--- src/rtl/rrq_pkg.sv ---
// ---------------------------------------------------------------------------
// rrq_pkg
// Shared types, constants and index helpers for the round-robin ready queue.
// ---------------------------------------------------------------------------
package rrq_pkg;

    localparam int QUEUE_DEPTH = 16;
    localparam int IDX_W       = (QUEUE_DEPTH > 1) ? $clog2(QUEUE_DEPTH) : 1;
    localparam int CNT_W       = $clog2(QUEUE_DEPTH + 1);
    localparam int PID_W       = 8;
    localparam int REQ_W       = 2;
    localparam int STATUS_W    = 2;
    localparam int COUNT_OUT_W = 5;

    typedef logic [IDX_W-1:0] idx_t;
    typedef logic [CNT_W-1:0] cnt_t;

    typedef enum logic [REQ_W-1:0] {
        OP_ENQUEUE = 2'd0,
        OP_POP     = 2'd1,
        OP_ROTATE  = 2'd2,
        OP_REMOVE  = 2'd3
    } rrq_op_t;

    typedef enum logic [STATUS_W-1:0] {
        ST_OK        = 2'd0,
        ST_FULL      = 2'd1,
        ST_EMPTY     = 2'd2,
        ST_NOT_FOUND = 2'd3
    } rrq_status_t;

    typedef enum logic [3:0] {
        S_IDLE,
        S_POP_RD,
        S_ROT_WR,
        S_SCAN_RD,
        S_SCAN_CMP,
        S_SHIFT_RD,
        S_SHIFT_WR,
        S_HEAD_RD,
        S_RESULT
    } rrq_state_t;

    typedef struct packed {
        logic [STATUS_W-1:0]    status;
        logic signed [PID_W-1:0] item_pid;
        logic signed [PID_W-1:0] head_pid;
        logic                   head_valid;
        logic [COUNT_OUT_W-1:0] entry_count;
    } rrq_result_t;

    // circular index add, both operands below the depth
    function automatic idx_t rrq_wrap_add(idx_t a, idx_t b);
        logic [IDX_W:0] s;
        s = {1'b0, a} + {1'b0, b};
        if (s >= (IDX_W+1)'(QUEUE_DEPTH))
            s = s - (IDX_W+1)'(QUEUE_DEPTH);
        return s[IDX_W-1:0];
    endfunction

    function automatic idx_t rrq_wrap_inc(idx_t a);
        return rrq_wrap_add(a, IDX_W'(1));
    endfunction

    function automatic idx_t rrq_wrap_dec(idx_t a);
        idx_t r;
        if (a == '0)
            r = IDX_W'(QUEUE_DEPTH - 1);
        else
            r = a - IDX_W'(1);
        return r;
    endfunction

endpackage

--- src/rtl/rrq_if.sv ---
// ---------------------------------------------------------------------------
// rrq_req_if / rrq_rsp_if
// Valid/ready channels for requests into and results out of the ready queue.
// ---------------------------------------------------------------------------
interface rrq_req_if;
    import rrq_pkg::*;

    logic                    valid;
    logic                    ready;
    logic [REQ_W-1:0]        req_type;
    logic signed [PID_W-1:0] pid;

    modport source (output valid, output req_type, output pid, input ready);
    modport sink   (input valid, input req_type, input pid, output ready);
endinterface

interface rrq_rsp_if;
    import rrq_pkg::*;

    logic                    valid;
    logic                    ready;
    logic [STATUS_W-1:0]     status;
    logic signed [PID_W-1:0] item_pid;
    logic signed [PID_W-1:0] head_pid;
    logic                    head_valid;
    logic [COUNT_OUT_W-1:0]  entry_count;

    modport source (
        output valid, output status, output item_pid, output head_pid,
        output head_valid, output entry_count, input ready
    );
    modport sink (
        input valid, input status, input item_pid, input head_pid,
        input head_valid, input entry_count, output ready
    );
endinterface

--- src/rtl/rrq_ram.sv ---
// ---------------------------------------------------------------------------
// rrq_ram
// Generic single-write, single-read RAM with registered read data.
// ---------------------------------------------------------------------------
module rrq_ram #(
    parameter int WIDTH = 8,
    parameter int DEPTH = 16
) (
    input  logic                                        clk,
    input  logic                                        wr_en,
    input  logic [((DEPTH > 1) ? $clog2(DEPTH) : 1)-1:0] wr_addr,
    input  logic [WIDTH-1:0]                            wr_data,
    input  logic                                        rd_en,
    input  logic [((DEPTH > 1) ? $clog2(DEPTH) : 1)-1:0] rd_addr,
    output logic [WIDTH-1:0]                            rd_data
);

    logic [WIDTH-1:0] mem [DEPTH];
    logic [WIDTH-1:0] rd_data_reg;

    always_ff @(posedge clk)
    begin
        if (wr_en)
            mem[wr_addr] <= wr_data;
        if (rd_en)
            rd_data_reg <= mem[rd_addr];
    end

    assign rd_data = rd_data_reg;

endmodule

--- src/rtl/rrq_rsp_reg.sv ---
// ---------------------------------------------------------------------------
// rrq_rsp_reg
// Result register: holds one finished item until the consumer takes it.
// ---------------------------------------------------------------------------
module rrq_rsp_reg (
    input  logic                clk,
    input  logic                rst_n,
    input  logic                load,
    input  rrq_pkg::rrq_result_t result,
    output logic                free,
    rrq_rsp_if.source           rsp
);
    import rrq_pkg::*;

    logic        valid_reg;
    logic        valid_next;
    rrq_result_t data_reg;

    assign free = !valid_reg || rsp.ready;

    always_comb
    begin
        if (load)
            valid_next = 1'b1;
        else if (rsp.ready)
            valid_next = 1'b0;
        else
            valid_next = valid_reg;
    end

    always_ff @(posedge clk or negedge rst_n)
    begin
        if (!rst_n)
            valid_reg <= 1'b0;
        else
            valid_reg <= valid_next;
    end

    always_ff @(posedge clk)
    begin
        if (load)
            data_reg <= result;
    end

    assign rsp.valid       = valid_reg;
    assign rsp.status      = data_reg.status;
    assign rsp.item_pid    = data_reg.item_pid;
    assign rsp.head_pid    = data_reg.head_pid;
    assign rsp.head_valid  = data_reg.head_valid;
    assign rsp.entry_count = data_reg.entry_count;

endmodule

--- src/rtl/round_robin_ready_queue.sv ---
// ---------------------------------------------------------------------------
// round_robin_ready_queue
// Circular ready queue of process ids: enqueue, pop, rotate, remove by pid.
// ---------------------------------------------------------------------------
// One request is taken at a time and produces exactly one result item. The
// queue entries live in a single-port-read RAM with registered read data, and
// every RAM access is one step of a small sequencer. Enqueue writes the tail
// as it is accepted; pop and rotate read the head, then pop retires it and
// rotate writes it to the tail. Remove reads and compares each entry up to
// and including the match, then reads and writes each entry behind it to
// close the gap; an absent pid is compared against every entry. A failed
// enqueue or pop, remove on an empty queue and rotate with fewer than two
// entries do no RAM work of their own. Every request ends with a read of the
// new head and a result step. A finished result waits in an output register;
// the next request is accepted while it waits, and the block only stalls at
// the end of that next request.
module round_robin_ready_queue (
    input  logic      clk,
    input  logic      rst_n,
    rrq_req_if.sink   req,
    rrq_rsp_if.source rsp
);
    import rrq_pkg::*;

    rrq_state_t state_reg, state_next;
    idx_t       head_reg, head_next;
    idx_t       tail_reg, tail_next;
    cnt_t       count_reg, count_next;
    idx_t       pos_reg, pos_next;
    rrq_op_t    op_reg, op_next;
    logic [PID_W-1:0] pid_reg, pid_next;
    rrq_status_t status_reg, status_next;
    logic [PID_W-1:0] item_reg, item_next;

    logic             ram_wr_en;
    idx_t             ram_wr_addr;
    logic [PID_W-1:0] ram_wr_data;
    logic             ram_rd_en;
    idx_t             ram_rd_addr;
    logic [PID_W-1:0] ram_rd_data;

    logic        rsp_load;
    logic        rsp_free;
    rrq_result_t result;

    logic    accept;
    rrq_op_t in_op;
    logic    is_full;
    logic    q_empty;
    logic    under_two;
    idx_t    pos_slot;
    idx_t    pos_next_slot;
    logic    pos_is_last;
    logic    match;

    assign req.ready = (state_reg == S_IDLE);
    assign accept    = req.valid && req.ready;
    assign in_op     = rrq_op_t'(req.req_type);

    assign is_full   = (count_reg == CNT_W'(QUEUE_DEPTH));
    assign q_empty   = (count_reg == '0);
    assign under_two = (count_reg < CNT_W'(2));

    // logical position to physical slot, measured from the head
    assign pos_slot      = rrq_wrap_add(head_reg, pos_reg);
    assign pos_next_slot = rrq_wrap_add(head_reg, pos_reg + IDX_W'(1));
    assign pos_is_last   = ((CNT_W'(pos_reg) + CNT_W'(1)) >= count_reg);
    assign match         = (ram_rd_data == pid_reg);

    // next state
    always_comb
    begin
        state_next = state_reg;
        case (state_reg)
            S_IDLE:
            begin
                if (accept)
                begin
                    case (in_op)
                        OP_ENQUEUE: state_next = S_HEAD_RD;
                        OP_POP:     state_next = q_empty ? S_HEAD_RD : S_POP_RD;
                        OP_ROTATE:  state_next = under_two ? S_HEAD_RD : S_ROT_WR;
                        OP_REMOVE:  state_next = q_empty ? S_HEAD_RD : S_SCAN_RD;
                        default:    state_next = S_HEAD_RD;
                    endcase
                end
            end
            S_POP_RD:   state_next = S_HEAD_RD;
            S_ROT_WR:   state_next = S_HEAD_RD;
            S_SCAN_RD:  state_next = S_SCAN_CMP;
            S_SCAN_CMP:
            begin
                if (match)
                    state_next = S_SHIFT_RD;
                else if (pos_is_last)
                    state_next = S_HEAD_RD;
                else
                    state_next = S_SCAN_RD;
            end
            S_SHIFT_RD: state_next = pos_is_last ? S_HEAD_RD : S_SHIFT_WR;
            S_SHIFT_WR: state_next = S_SHIFT_RD;
            S_HEAD_RD:  state_next = S_RESULT;
            S_RESULT:   state_next = rsp_free ? S_IDLE : S_RESULT;
            default:    state_next = S_IDLE;
        endcase
    end

    // datapath and RAM control
    always_comb
    begin
        head_next   = head_reg;
        tail_next   = tail_reg;
        count_next  = count_reg;
        pos_next    = pos_reg;
        op_next     = op_reg;
        pid_next    = pid_reg;
        status_next = status_reg;
        item_next   = item_reg;
        ram_wr_en   = 1'b0;
        ram_wr_addr = tail_reg;
        ram_wr_data = pid_reg;
        ram_rd_en   = 1'b0;
        ram_rd_addr = head_reg;
        rsp_load    = 1'b0;

        case (state_reg)
            S_IDLE:
            begin
                if (accept)
                begin
                    op_next     = in_op;
                    pid_next    = req.pid;
                    status_next = ST_OK;
                    item_next   = '0;
                    pos_next    = '0;
                    case (in_op)
                        OP_ENQUEUE:
                        begin
                            if (is_full)
                                status_next = ST_FULL;
                            else
                            begin
                                ram_wr_en   = 1'b1;
                                ram_wr_addr = tail_reg;
                                ram_wr_data = req.pid;
                                tail_next   = rrq_wrap_inc(tail_reg);
                                count_next  = count_reg + CNT_W'(1);
                            end
                        end
                        OP_POP:
                        begin
                            if (q_empty)
                                status_next = ST_EMPTY;
                            else
                                ram_rd_en = 1'b1;
                        end
                        OP_ROTATE:
                        begin
                            if (!under_two)
                                ram_rd_en = 1'b1;
                        end
                        OP_REMOVE:
                        begin
                            if (q_empty)
                                status_next = ST_NOT_FOUND;
                        end
                        default:
                        begin
                            status_next = ST_OK;
                        end
                    endcase
                end
            end
            S_POP_RD:
            begin
                item_next  = ram_rd_data;
                head_next  = rrq_wrap_inc(head_reg);
                count_next = count_reg - CNT_W'(1);
            end
            S_ROT_WR:
            begin
                // when full the head and tail share a slot and the write is a no-op
                ram_wr_en   = 1'b1;
                ram_wr_addr = tail_reg;
                ram_wr_data = ram_rd_data;
                head_next   = rrq_wrap_inc(head_reg);
                tail_next   = rrq_wrap_inc(tail_reg);
            end
            S_SCAN_RD:
            begin
                ram_rd_en   = 1'b1;
                ram_rd_addr = pos_slot;
            end
            S_SCAN_CMP:
            begin
                if (match)
                    item_next = pid_reg;
                else if (pos_is_last)
                    status_next = ST_NOT_FOUND;
                else
                    pos_next = pos_reg + IDX_W'(1);
            end
            S_SHIFT_RD:
            begin
                if (pos_is_last)
                begin
                    tail_next  = rrq_wrap_dec(tail_reg);
                    count_next = count_reg - CNT_W'(1);
                end
                else
                begin
                    ram_rd_en   = 1'b1;
                    ram_rd_addr = pos_next_slot;
                end
            end
            S_SHIFT_WR:
            begin
                ram_wr_en   = 1'b1;
                ram_wr_addr = pos_slot;
                ram_wr_data = ram_rd_data;
                pos_next    = pos_reg + IDX_W'(1);
            end
            S_HEAD_RD:
            begin
                ram_rd_en   = 1'b1;
                ram_rd_addr = head_reg;
            end
            S_RESULT:
            begin
                rsp_load = rsp_free;
            end
            default:
            begin
                rsp_load = 1'b0;
            end
        endcase
    end

    always_comb
    begin
        result.status      = status_reg;
        result.item_pid    = item_reg;
        result.head_pid    = q_empty ? '0 : ram_rd_data;
        result.head_valid  = !q_empty;
        result.entry_count = COUNT_OUT_W'(count_reg);
    end

    always_ff @(posedge clk or negedge rst_n)
    begin
        if (!rst_n)
        begin
            state_reg <= S_IDLE;
            head_reg  <= '0;
            tail_reg  <= '0;
            count_reg <= '0;
        end
        else
        begin
            state_reg <= state_next;
            head_reg  <= head_next;
            tail_reg  <= tail_next;
            count_reg <= count_next;
        end
    end

    always_ff @(posedge clk)
    begin
        pos_reg    <= pos_next;
        op_reg     <= op_next;
        pid_reg    <= pid_next;
        status_reg <= status_next;
        item_reg   <= item_next;
    end

    rrq_ram #(
        .WIDTH (PID_W),
        .DEPTH (QUEUE_DEPTH)
    ) u_store (
        .clk     (clk),
        .wr_en   (ram_wr_en),
        .wr_addr (ram_wr_addr),
        .wr_data (ram_wr_data),
        .rd_en   (ram_rd_en),
        .rd_addr (ram_rd_addr),
        .rd_data (ram_rd_data)
    );

    rrq_rsp_reg u_rsp (
        .clk    (clk),
        .rst_n  (rst_n),
        .load   (rsp_load),
        .result (result),
        .free   (rsp_free),
        .rsp    (rsp)
    );

    // the op register is kept for debug visibility of the request in flight
    logic op_is_remove;
    assign op_is_remove = (op_reg == OP_REMOVE);

    a_count_bound: assert property (@(posedge clk) disable iff (!rst_n)
        count_reg <= CNT_W'(QUEUE_DEPTH))
        else $error("occupancy above queue depth");

    a_tail_follows_head: assert property (@(posedge clk) disable iff (!rst_n)
        (state_reg == S_IDLE) |->
            ((is_full && (tail_reg == head_reg)) ||
             (!is_full && (tail_reg == rrq_wrap_add(head_reg, IDX_W'(count_reg))))))
        else $error("tail index out of step with head and occupancy");

    a_busy_after_accept: assert property (@(posedge clk) disable iff (!rst_n)
        accept |=> !req.ready)
        else $error("request taken while previous one still in progress");

    a_count_step: assert property (@(posedge clk) disable iff (!rst_n)
        (count_reg != $past(count_reg)) |->
            ((count_reg == $past(count_reg) + CNT_W'(1)) ||
             (count_reg == $past(count_reg) - CNT_W'(1))))
        else $error("occupancy moved by more than one");

    a_shift_only_on_remove: assert property (@(posedge clk) disable iff (!rst_n)
        ((state_reg == S_SCAN_RD) || (state_reg == S_SHIFT_WR)) |-> op_is_remove)
        else $error("scan or shift outside a remove");

endmodule
--- src/flat_wrapper.sv ---
// flat-port wrapper written by rule: the top's interface ports become plain ports
module round_robin_ready_queue_flat import rrq_pkg::*;
  (clk, rst_n, req_valid, req_req_type, req_pid, req_ready, rsp_valid, rsp_status, rsp_item_pid, rsp_head_pid, rsp_head_valid, rsp_entry_count, rsp_ready);
  rrq_req_if req_i ();
  rrq_rsp_if rsp_i ();
  input  logic clk;
  input  logic rst_n;
  input wire logic [$bits(req_i.valid)-1:0] req_valid;
  input wire logic [$bits(req_i.req_type)-1:0] req_req_type;
  input wire logic [$bits(req_i.pid)-1:0] req_pid;
  output wire logic [$bits(req_i.ready)-1:0] req_ready;
  output wire logic [$bits(rsp_i.valid)-1:0] rsp_valid;
  output wire logic [$bits(rsp_i.status)-1:0] rsp_status;
  output wire logic [$bits(rsp_i.item_pid)-1:0] rsp_item_pid;
  output wire logic [$bits(rsp_i.head_pid)-1:0] rsp_head_pid;
  output wire logic [$bits(rsp_i.head_valid)-1:0] rsp_head_valid;
  output wire logic [$bits(rsp_i.entry_count)-1:0] rsp_entry_count;
  input wire logic [$bits(rsp_i.ready)-1:0] rsp_ready;
  assign req_i.valid = req_valid;
  assign req_i.req_type = req_req_type;
  assign req_i.pid = req_pid;
  assign req_ready = req_i.ready;
  assign rsp_valid = rsp_i.valid;
  assign rsp_status = rsp_i.status;
  assign rsp_item_pid = rsp_i.item_pid;
  assign rsp_head_pid = rsp_i.head_pid;
  assign rsp_head_valid = rsp_i.head_valid;
  assign rsp_entry_count = rsp_i.entry_count;
  assign rsp_i.ready = rsp_ready;
  round_robin_ready_queue u_core (.clk(clk), .rst_n(rst_n), .req(req_i), .rsp(rsp_i));
endmodule
--- config.mk ---
export PLATFORM = sky130hd
export DESIGN_NAME = round_robin_ready_queue_flat
export DESIGN_NICKNAME = d
export VERILOG_FILES = /design/src/rtl/rrq_pkg.sv /design/src/rtl/rrq_if.sv /design/src/rtl/rrq_ram.sv /design/src/rtl/rrq_rsp_reg.sv /design/src/rtl/round_robin_ready_queue.sv /design/src/flat_wrapper.sv
export SDC_FILE = /design/constraint.sdc
export NUM_CORES = 1
export LEC_CHECK = 0
export BUFFER_PORTS_ARGS = -buffer_cell sky130_fd_sc_hd__buf_4
export CELL_PAD_IN_SITES_DETAIL_PLACEMENT = 1
export CELL_PAD_IN_SITES_GLOBAL_PLACEMENT = 1
export CORE_UTILIZATION = 35
export DETAILED_ROUTE_END_ITERATION = 10
export PLACE_DENSITY = 0.63
export REMOVE_ABC_BUFFERS = 1
export SYNTH_ARGS = -nofsm -noshare
export SYNTH_HDL_FRONTEND = slang
export SYNTH_HIERARCHICAL = 1
export SYNTH_SLANG_ARGS = --single-unit
--- constraint.sdc ---
create_clock -name clk -period 6.1 [get_ports clk]
set_input_delay 0.61 -clock clk [delete_from_list [all_inputs] [get_ports clk]]
set_output_delay 0.61 -clock clk [all_outputs]
set_load 0.005 [all_outputs]
==> metrics.yaml, run 1 <==
numCtsBuffers: 17
syn_avg_cell_area_um2: 15.83
slew_headroom: 0.2377
synth-simple-area-share: 0.07767
cp.arrival_ns: 4.58
dpl_cell_area_mm2: 0.009637
yosys_warnings: 6
gp_congestion: 0.7631
die_x_um: 162.5
htreeDepth: 4
worst_pin_slew_ns: 1.143
ant_nets: 0
initial_core_util: 0.3572
clockPowerShare: 0.191
synthMuxAreaShare: 0.09417
p_leak_nw: 3.582
p_sw_frac: 0.3816
finish.instance_area_mm2: 0.01023
numClockSinks: 200
cts_setup_buffers: 0
grt_remaining_overflow: 0
via_count: 5049
avgRoutedWirePerCell_um: 20.10
path_class: "reg2reg"
p_per_area_mw_per_mm2: 569.6
worstReg2RegStart: "u_core/pos_reg[0]$_SDFFCE_PN0P_"
antenna_found_initial: 0
wirelength_um: 19190
path_clk_slew_ns: 0.07
synth.distinct_cells: 67
insertion_delay_ns: 0.43
whs_ns: 0.05569
worstSetupStartpoint: "u_core/pos_reg[0]$_SDFFCE_PN0P_"
fin_skew_ns: 0.008360
worstPathRequired_ns: 6.28
detailedPlace.worstSlack_ns: 1.622
pwr-share-comb: 0.422
io_pins: 40
slew_viol_final: 0
final-hold-violation-count: 0
fill_cells: 2526
synth_compound_area_frac: 0.08128
grt_pass1_wl_um: 30260
min_period_ns: 4.406
cp-start-kind: "flip-flop"
final.setup.tns_ns: 0
drc: 0
clockBufferDepth: 2
top_register: "u_core/u_store/mem"
fmax_mhz: 226.9
r2r_setup_slack_ns: 1.69
synth-seq-cells: 200
layout-drive-gt1-share: 0.1856
syn_area_mm2: 0.009021
fp-row-count: 58
syn-instance-count: 570
peakVddDrop_uv: 269.7
cts_hold_buf: 0
area_growth_pct: 13.38
dr.pass1.iters: 4
hold_path.class: "in2async"
endpoint: "u_core/u_store/rd_data[1]$_DFFE_PP_"
port_buffers: 39
power_frac_seq: 0.387
yosysSeqAreaShare: 0.6558
r2r_cells: 11
cts_resized: 0
drtIter0Drc: 407
synthFlopType: "edfxtp_1"
r2r_end: "u_core/u_store/rd_data[1]$_DFFE_PP_"
synth_xor_area_frac: 0.02427
path_max_fanout: 32
min_period_over_period: 0.7223
die-area_mm2: 0.02642
die_h_um: 162.5
grt_pass1_vias: 5298
synth-edff-count: 182
outcome: "complete, no violations"
antenna_cells: 0
rsz0062_at_grt: "false"
cts_root_buffer: "clkbuf_16"
cts_tree: "built"
p_sw_mw: 2.223
viasPerCell: 5.287
fin_nets: 653
worst_setup_path_end_kind: "flip-flop"
drv_cap: 0
dp.final_hpwl_um: 13800
largest_reg_flops: 128
synth_top_family_by_area: "multiplexers"
synthAdderAreaFrac: 0.03994
grt_max_degree: 33
postLayoutSetupSlackWorst_ns: 1.694
core_mm2: 0.02525
async_flop_share: 0.09000
grt_util_all_layers: 0.1526
p_int_mw: 3.602
finalSetupViolations: 0
worst max-delay path, cell delays in order, from the launching register on:
cell	delay (ns)
edfxtp_1	0.49
ha_1	0.27
xor2_1	0.24
ha_1	0.30
a21o_1	0.18
a31oi_1	0.23
o21a_1	0.35
and3_1	0.20
a311o_2	0.85
mux4_1	0.67
a22oi_1	0.27
nand2_1	0.09
power by group through the flow:
stage | sequential (mW) | clock [mW] | combinational [mW]
2_1_floorplan | 2.19 | 0 | 1.82
4_1_cts | 2.26 | 1.14 | 2.50
3_3_place_gp | 2.27 | 0 | 2.37
6_report | 2.26 | 1.11 | 2.46
3_5_place_dp | 2.29 | 0 | 2.48
5_1_grt | 2.29 | 1.17 | 2.73
synthesized netlist by cell type, types with 2 or more instances:
cell	n	area [µm²]
mux2_2	4	45.04
clkdlybuf4s25_2	3	30.03
xor2_1	9	78.83
o21ai_2	2	17.52
nand2_1	40	150.1
a21o_1	6	45.04
buf_4	2	15.01
nand2b_1	7	43.79
o211ai_1	3	22.52
edfxtp_1	182	5465
a2111o_1	2	22.52
fa_1	3	60.06
a22oi_1	27	202.7
nor2b_1	4	25.02
mux4_2	18	405.4
dfrtp_1	18	450.4
and2_1	11	68.82
buf_2	4	20.02
a22o_1	8	70.07
xnor2_1	16	140.1
o32ai_1	3	26.28
nand3_1	5	25.02
buf_6	6	67.56
a31oi_1	4	25.02
o221ai_1	2	17.52
inv_1	21	78.83
nor2_1	33	123.9
mux4_1	14	367.9
o21ai_0	11	55.05
nor3_1	10	50.05
nand4_1	4	25.02
mux2i_1	2	20.02
and3_1	2	12.51
clkbuf_1	7	26.28
nand3b_1	3	22.52
a21oi_1	19	95.09
o22a_1	2	17.52
ha_1	24	300.3
final cells by class:
| class | instances | area [µm²] | area share |
|---|---|---|---|
| clock buffers | 19 | 432.9 | 0.04232 |
| well taps | 330 | 412.9 | 0.04037 |
| clock inverters | 13 | 158.9 | 0.01554 |
| inverters | 21 | 78.83 | 0.007706 |
| flip-flops and latches | 200 | 5916 | 0.5783 |
| repair buffers | 46 | 345.3 | 0.03376 |
| multi-input cells | 326 | 2884 | 0.2820 |
how the worst min path moves through the flow:
stage,start,endpoint,slack [ns],cells past startpoint
floorplan,rst_n,u_core/count_reg[0]$_DFFE_PN0P_,0.31,0
global placement,u_core/item_reg[0]$_DFFE_PP_,u_core/u_rsp/rsp.item_pid[0]$_DFFE_PP_,0.40,0
detailed placement,u_core/status_reg[1]$_SDFFCE_PP1P_,u_core/u_rsp/rsp.status[1]$_DFFE_PP_,0.41,0
CTS,rst_n,u_core/count_reg[0]$_DFFE_PN0P_,0.05,1
global route,rst_n,u_core/count_reg[0]$_DFFE_PN0P_,0.06,1
finish,rst_n,u_core/tail_reg[2]$_DFFE_PN0P_,0.06,1
logic make-up (layout without fill, tap and decap cells):
| logic type | after synthesis | in the layout |
|---|---|---|
| AOI/OAI and AO/OA | 101 | 101 |
| xor gates and xnor gates | 25 | 25 |
| adders and majority gates | 27 | 27 |
| buffers and inverters | 44 | 99 |
| DFF | 200 | 200 |
| muxes | 39 | 39 |
| and+or+nand+nor | 134 | 134 |
metal layers:
metal  GRT usage  share of wire
met5           0              0
met4     0.04503          0.011
met3     0.02674          0.028
met2      0.2652           0.52
met1      0.1944           0.44
through the flow:
stage	util	instances	total power, mW
after global routing	0.4050	955	6.194
final	0.4050	955	5.826
after global placement	0.3816	923	4.640
after detailed placement	0.3816	923	4.766
after CTS	0.4050	955	5.892
after floorplan	-	547	4.004
cell usage in the layout, fill, tap and decap left out, types with 3 or more instances in the layout:
cell         n
a21o_1       6
a21oi_1     19
a22o_1       8
a22oi_1     27
a31oi_1      4
and2_1      11
buf_4       46
clkbuf_16   17
clkinv_8     3
dfrtp_1     18
edfxtp_1   182
fa_1         3
ha_1        24
inv_1       21
inv_6        5
mux2_2       4
mux4_1      14
mux4_2      18
nand2_1     40
nand2b_1     7
nand3_1      5
nand3b_1     3
nand4_1      4
nor2_1      33
nor2b_1      4
nor3_1      10
o211ai_1     3
o21ai_0     11
xnor2_1     16
xor2_1       9
(Power assumes the default switching activity.)
==> run 2: changes to the inputs <==
--- a/config.mk
+++ b/config.mk
@@ -5,12 +5,13 @@
 export SDC_FILE = /design/constraint.sdc
 export NUM_CORES = 1
 export LEC_CHECK = 0
+export ABC_AREA = 1
 export BUFFER_PORTS_ARGS = -buffer_cell sky130_fd_sc_hd__buf_4
 export CELL_PAD_IN_SITES_DETAIL_PLACEMENT = 1
 export CELL_PAD_IN_SITES_GLOBAL_PLACEMENT = 1
 export CORE_UTILIZATION = 35
 export DETAILED_ROUTE_END_ITERATION = 10
-export PLACE_DENSITY = 0.63
+export PLACE_DENSITY = 0.69
 export REMOVE_ABC_BUFFERS = 1
 export SYNTH_ARGS = -nofsm -noshare
 export SYNTH_HDL_FRONTEND = slang
==> constraint.sdc (replaced) <==
create_clock -name clk -period 4 [get_ports clk]
set_input_delay 0.4 -clock clk [delete_from_list [all_inputs] [get_ports clk]]
set_output_delay 0.4 -clock clk [all_outputs]
set_load 0.005 [all_outputs]
==> run 2 against run 1 <==
Maximum frequency increased by 30%. Largest power group unchanged. Flip-flop and latch count is the same. Worst hold slack better by 0.098 ns. Critical path type unchanged. Combinational power rose by 100%.
==> metrics.yaml, run 2 <==
gp_congestion: 0.8153
crit_cells: 18
top_register: "u_core/u_store/mem"
htreeDepth: 4
port_buffers: 39
avgRoutedWirePerCell_um: 17.58
via_count: 6913
synthFlopType: "edfxtp_1"
synth-edff-count: 182
cp_slowest_cell: "edfxtp_1"
fin_nets: 1080
rsz0062_at_grt: "false"
yosysMostFrequentCell: "nand2_1"
path_clk_slew_ns: 0.08
met2_usage: 0.2939
slew_viol_final: 0
path_class: "reg2reg"
synthTopCellsByArea: "edfxtp_1 (56%), nand2_1 (11%), inv_1 (6.7%)"
postLayoutSetupSlackWorst_ns: 0.6139
drc: 0
synth_commonest_cells: "nand2_1 (281), edfxtp_1 (182), inv_1 (175)"
die-area_mm2: 0.02848
min_period_ns: 3.386
grt_pass1_wl_um: 40050
detailedPlace.worstSlack_ns: 0.5660
initial_core_util: 0.3592
syn_area_mm2: 0.009734
final.setup.tns_ns: 0
die_h_um: 168.8
outcome: "complete, no violations"
cts_resized: 0
peakVddDrop_uv: 376.9
yosysSeqAreaShare: 0.6077
grt_pass1_vias: 6907
hold_path.class: "in2reg"
grt_util_all_layers: 0.1850
antenna_found_initial: 0
fp-row-count: 60
cts_tree: "built"
p_leak_nw: 4.837
worstPathRequired_ns: 4.19
r2r_cells: 18
async_flop_share: 0.09000
whs_path_depth: 1
core_mm2: 0.02710
die_x_um: 168.8
cp-start-kind: "flip-flop"
cts_root_buffer: "clkbuf_16"
grt_max_degree: 48
grt_remaining_overflow: 0
final_common_cell: "nand2_1"
io_pins: 40
max_stage_delay_ns: 0.51
final_cell_mix: "nand2_1 (281), edfxtp_1 (182), inv_1 (175), nand3_1 (118), buf_4 (49)"
worst_setup_path_end_kind: "flip-flop"
area_growth_pct: 13.15
insertion_delay_ns: 0.44
whs_ns: 0.1540
p_per_area_mw_per_mm2: 931.6
antenna_cells: 0
viasPerCell: 4.855
syn-instance-count: 998
clockBufferDepth: 2
critPathTopFamily: "simple AND/OR/NAND/NOR gates"
fill_cells: 3066
synth_top_area_frac: 0.5614
layout-drive-gt1-share: 0.09981
grt_util_met1: 0.2562
dp.final_hpwl_um: 17490
synth-seq-cells: 200
dr.pass1.iters: 5
fin_skew_ns: 0.01361
cp.arrival_ns: 3.58
largest_reg_flops: 128
crit_path_cell_trace: "ha_1 -> nor2_1 -> nor2_1 -> ha_1 -> nand2_1 -> nor2_1 -> o21ai_0 -> nand2_1 -> inv_1 -> o21bai_1 -> nand2_1 -> nand3_2 -> buf_4 -> nand2_1 -> nand3_1 -> nand3_1 -> nand3_1 -> nand2_1"
fmax_mhz: 295.3
ant_nets: 0
critPathMostFrequentCell: "nand2_1"
syn_avg_cell_area_um2: 9.754
slew_headroom: 0.3356
drtIter0Drc: 433
gr-usage-met3: 0.02946
numCtsBuffers: 17
drv_cap: 0
busiest_layer: "met2"
cp_num_buf_inv: 2
synth.distinct_cells: 36
synth_top_area_cell: "edfxtp_1"
finish.utilization: 0.4064
finalSetupViolations: 0
worst_pin_slew_ns: 0.9966
min_period_over_period: 0.8465
path_max_fanout: 40
yosys_warnings: 6
final-hold-violation-count: 0
numClockSinks: 200
wirelength_um: 25040
==> run 2: cell types whose count changed in the layout (fill, tap and decap cells not counted), sizes merged, moves of 27 or more <==
cell	previous run	this run
mux4	32	0
nand3	5	122
inv	27	186
nand2	40	285
a22oi	27	0
==> run 2: timing repair <==
item | in CTS | in global routing
hold buffers | 1 | 0
endpoints found under the hold margin | 18 | 0
setup buffers | 0 | 0
==> run 2: final timing paths <==
kind | startpoint | end | slack, ns
min in group asynchronous | rst_n | u_core/head_reg[0]$_DFFE_PN0P_ | 0.38
worst min register to register | u_core/item_reg[4]$_DFFE_PP_ | u_core/u_rsp/rsp.item_pid[4]$_DFFE_PP_ | 0.42
worst max-delay path | u_core/pos_reg[0]$_SDFFCE_PN0P_ | u_core/u_store/rd_data[3]$_DFFE_PP_ | 0.61
max in group asynchronous | rst_n | u_core/head_reg[3]$_DFFE_PN0P_ | 3.39
worst min-delay path | req_pid[6] | u_core/pid_reg[6]$_DFFE_PP_ | 0.15
worst max register to register | u_core/pos_reg[0]$_SDFFCE_PN0P_ | u_core/u_store/rd_data[3]$_DFFE_PP_ | 0.61
==> run 2: kinds of logic (layout without fill, tap and decap cells) <==
| kind of cell | Yosys count | count (layout) | synth area share |
|---|---|---|---|
| fa+ha+maj | 27 | 27 | 0.03702 |
| compound gates | 76 | 76 | 0.04255 |
| xor+xnor | 16 | 16 | 0.01440 |
| simple gates | 470 | 470 | 0.2089 |
| flops | 200 | 200 | 0.6077 |
| buf+inv | 209 | 263 | 0.08946 |
==> run 2: where the power goes <==
part / total [mW] / switching (mW) / internal (mW)
Combinational: 5.03 / 3.61 / 1.42
Sequential: 3.46 / 0.280 / 3.19
Clock: 1.76 / 0.864 / 0.898
Total: 10.3 / 4.76 / 5.50
==> run 2: final cells by class <==
| type | instances | area [µm²] | share of cell area |
|---|---|---|---|
| repair buffers | 51 | 397.9 | 0.03612 |
| multi-input cells | 589 | 2955 | 0.2683 |
| well taps | 372 | 465.4 | 0.04226 |
| inverters | 180 | 675.6 | 0.06134 |
| clock buffers | 17 | 425.4 | 0.03862 |
| clock inverters | 15 | 178.9 | 0.01624 |
| flip-flops and latches | 200 | 5916 | 0.5371 |
==> run 2: routing by layer <==
layer / up-vias / routed length, µm / part of all wire
met2: 114 / 11710 / 0.47
met5: - / 0 / 0
li1: 3342 / - / -
met4: 0 / 490 / 0.020
met3: 27 / 775 / 0.031
met1: 3430 / 12070 / 0.48
==> run 2: per-stage QoR <==
stage               power [mW]  std cells  instance area [µm²]
floorplan                6.632        969                 9539
global placement         8.431       1391                10400
detailed placement       8.561       1391                10400
CTS                      10.35       1424                11010
global route             11.03       1424                11010
finish                   10.26       1424                11010
==> run 2: worst register-to-register path: cells and delay by family (launching register included) <==
family	cells	cell delay (ns)
compound gates	2	0.33
fa+ha+maj	2	0.57
buf+inv	2	0.48
flops	1	0.51
simple gates	12	1.25
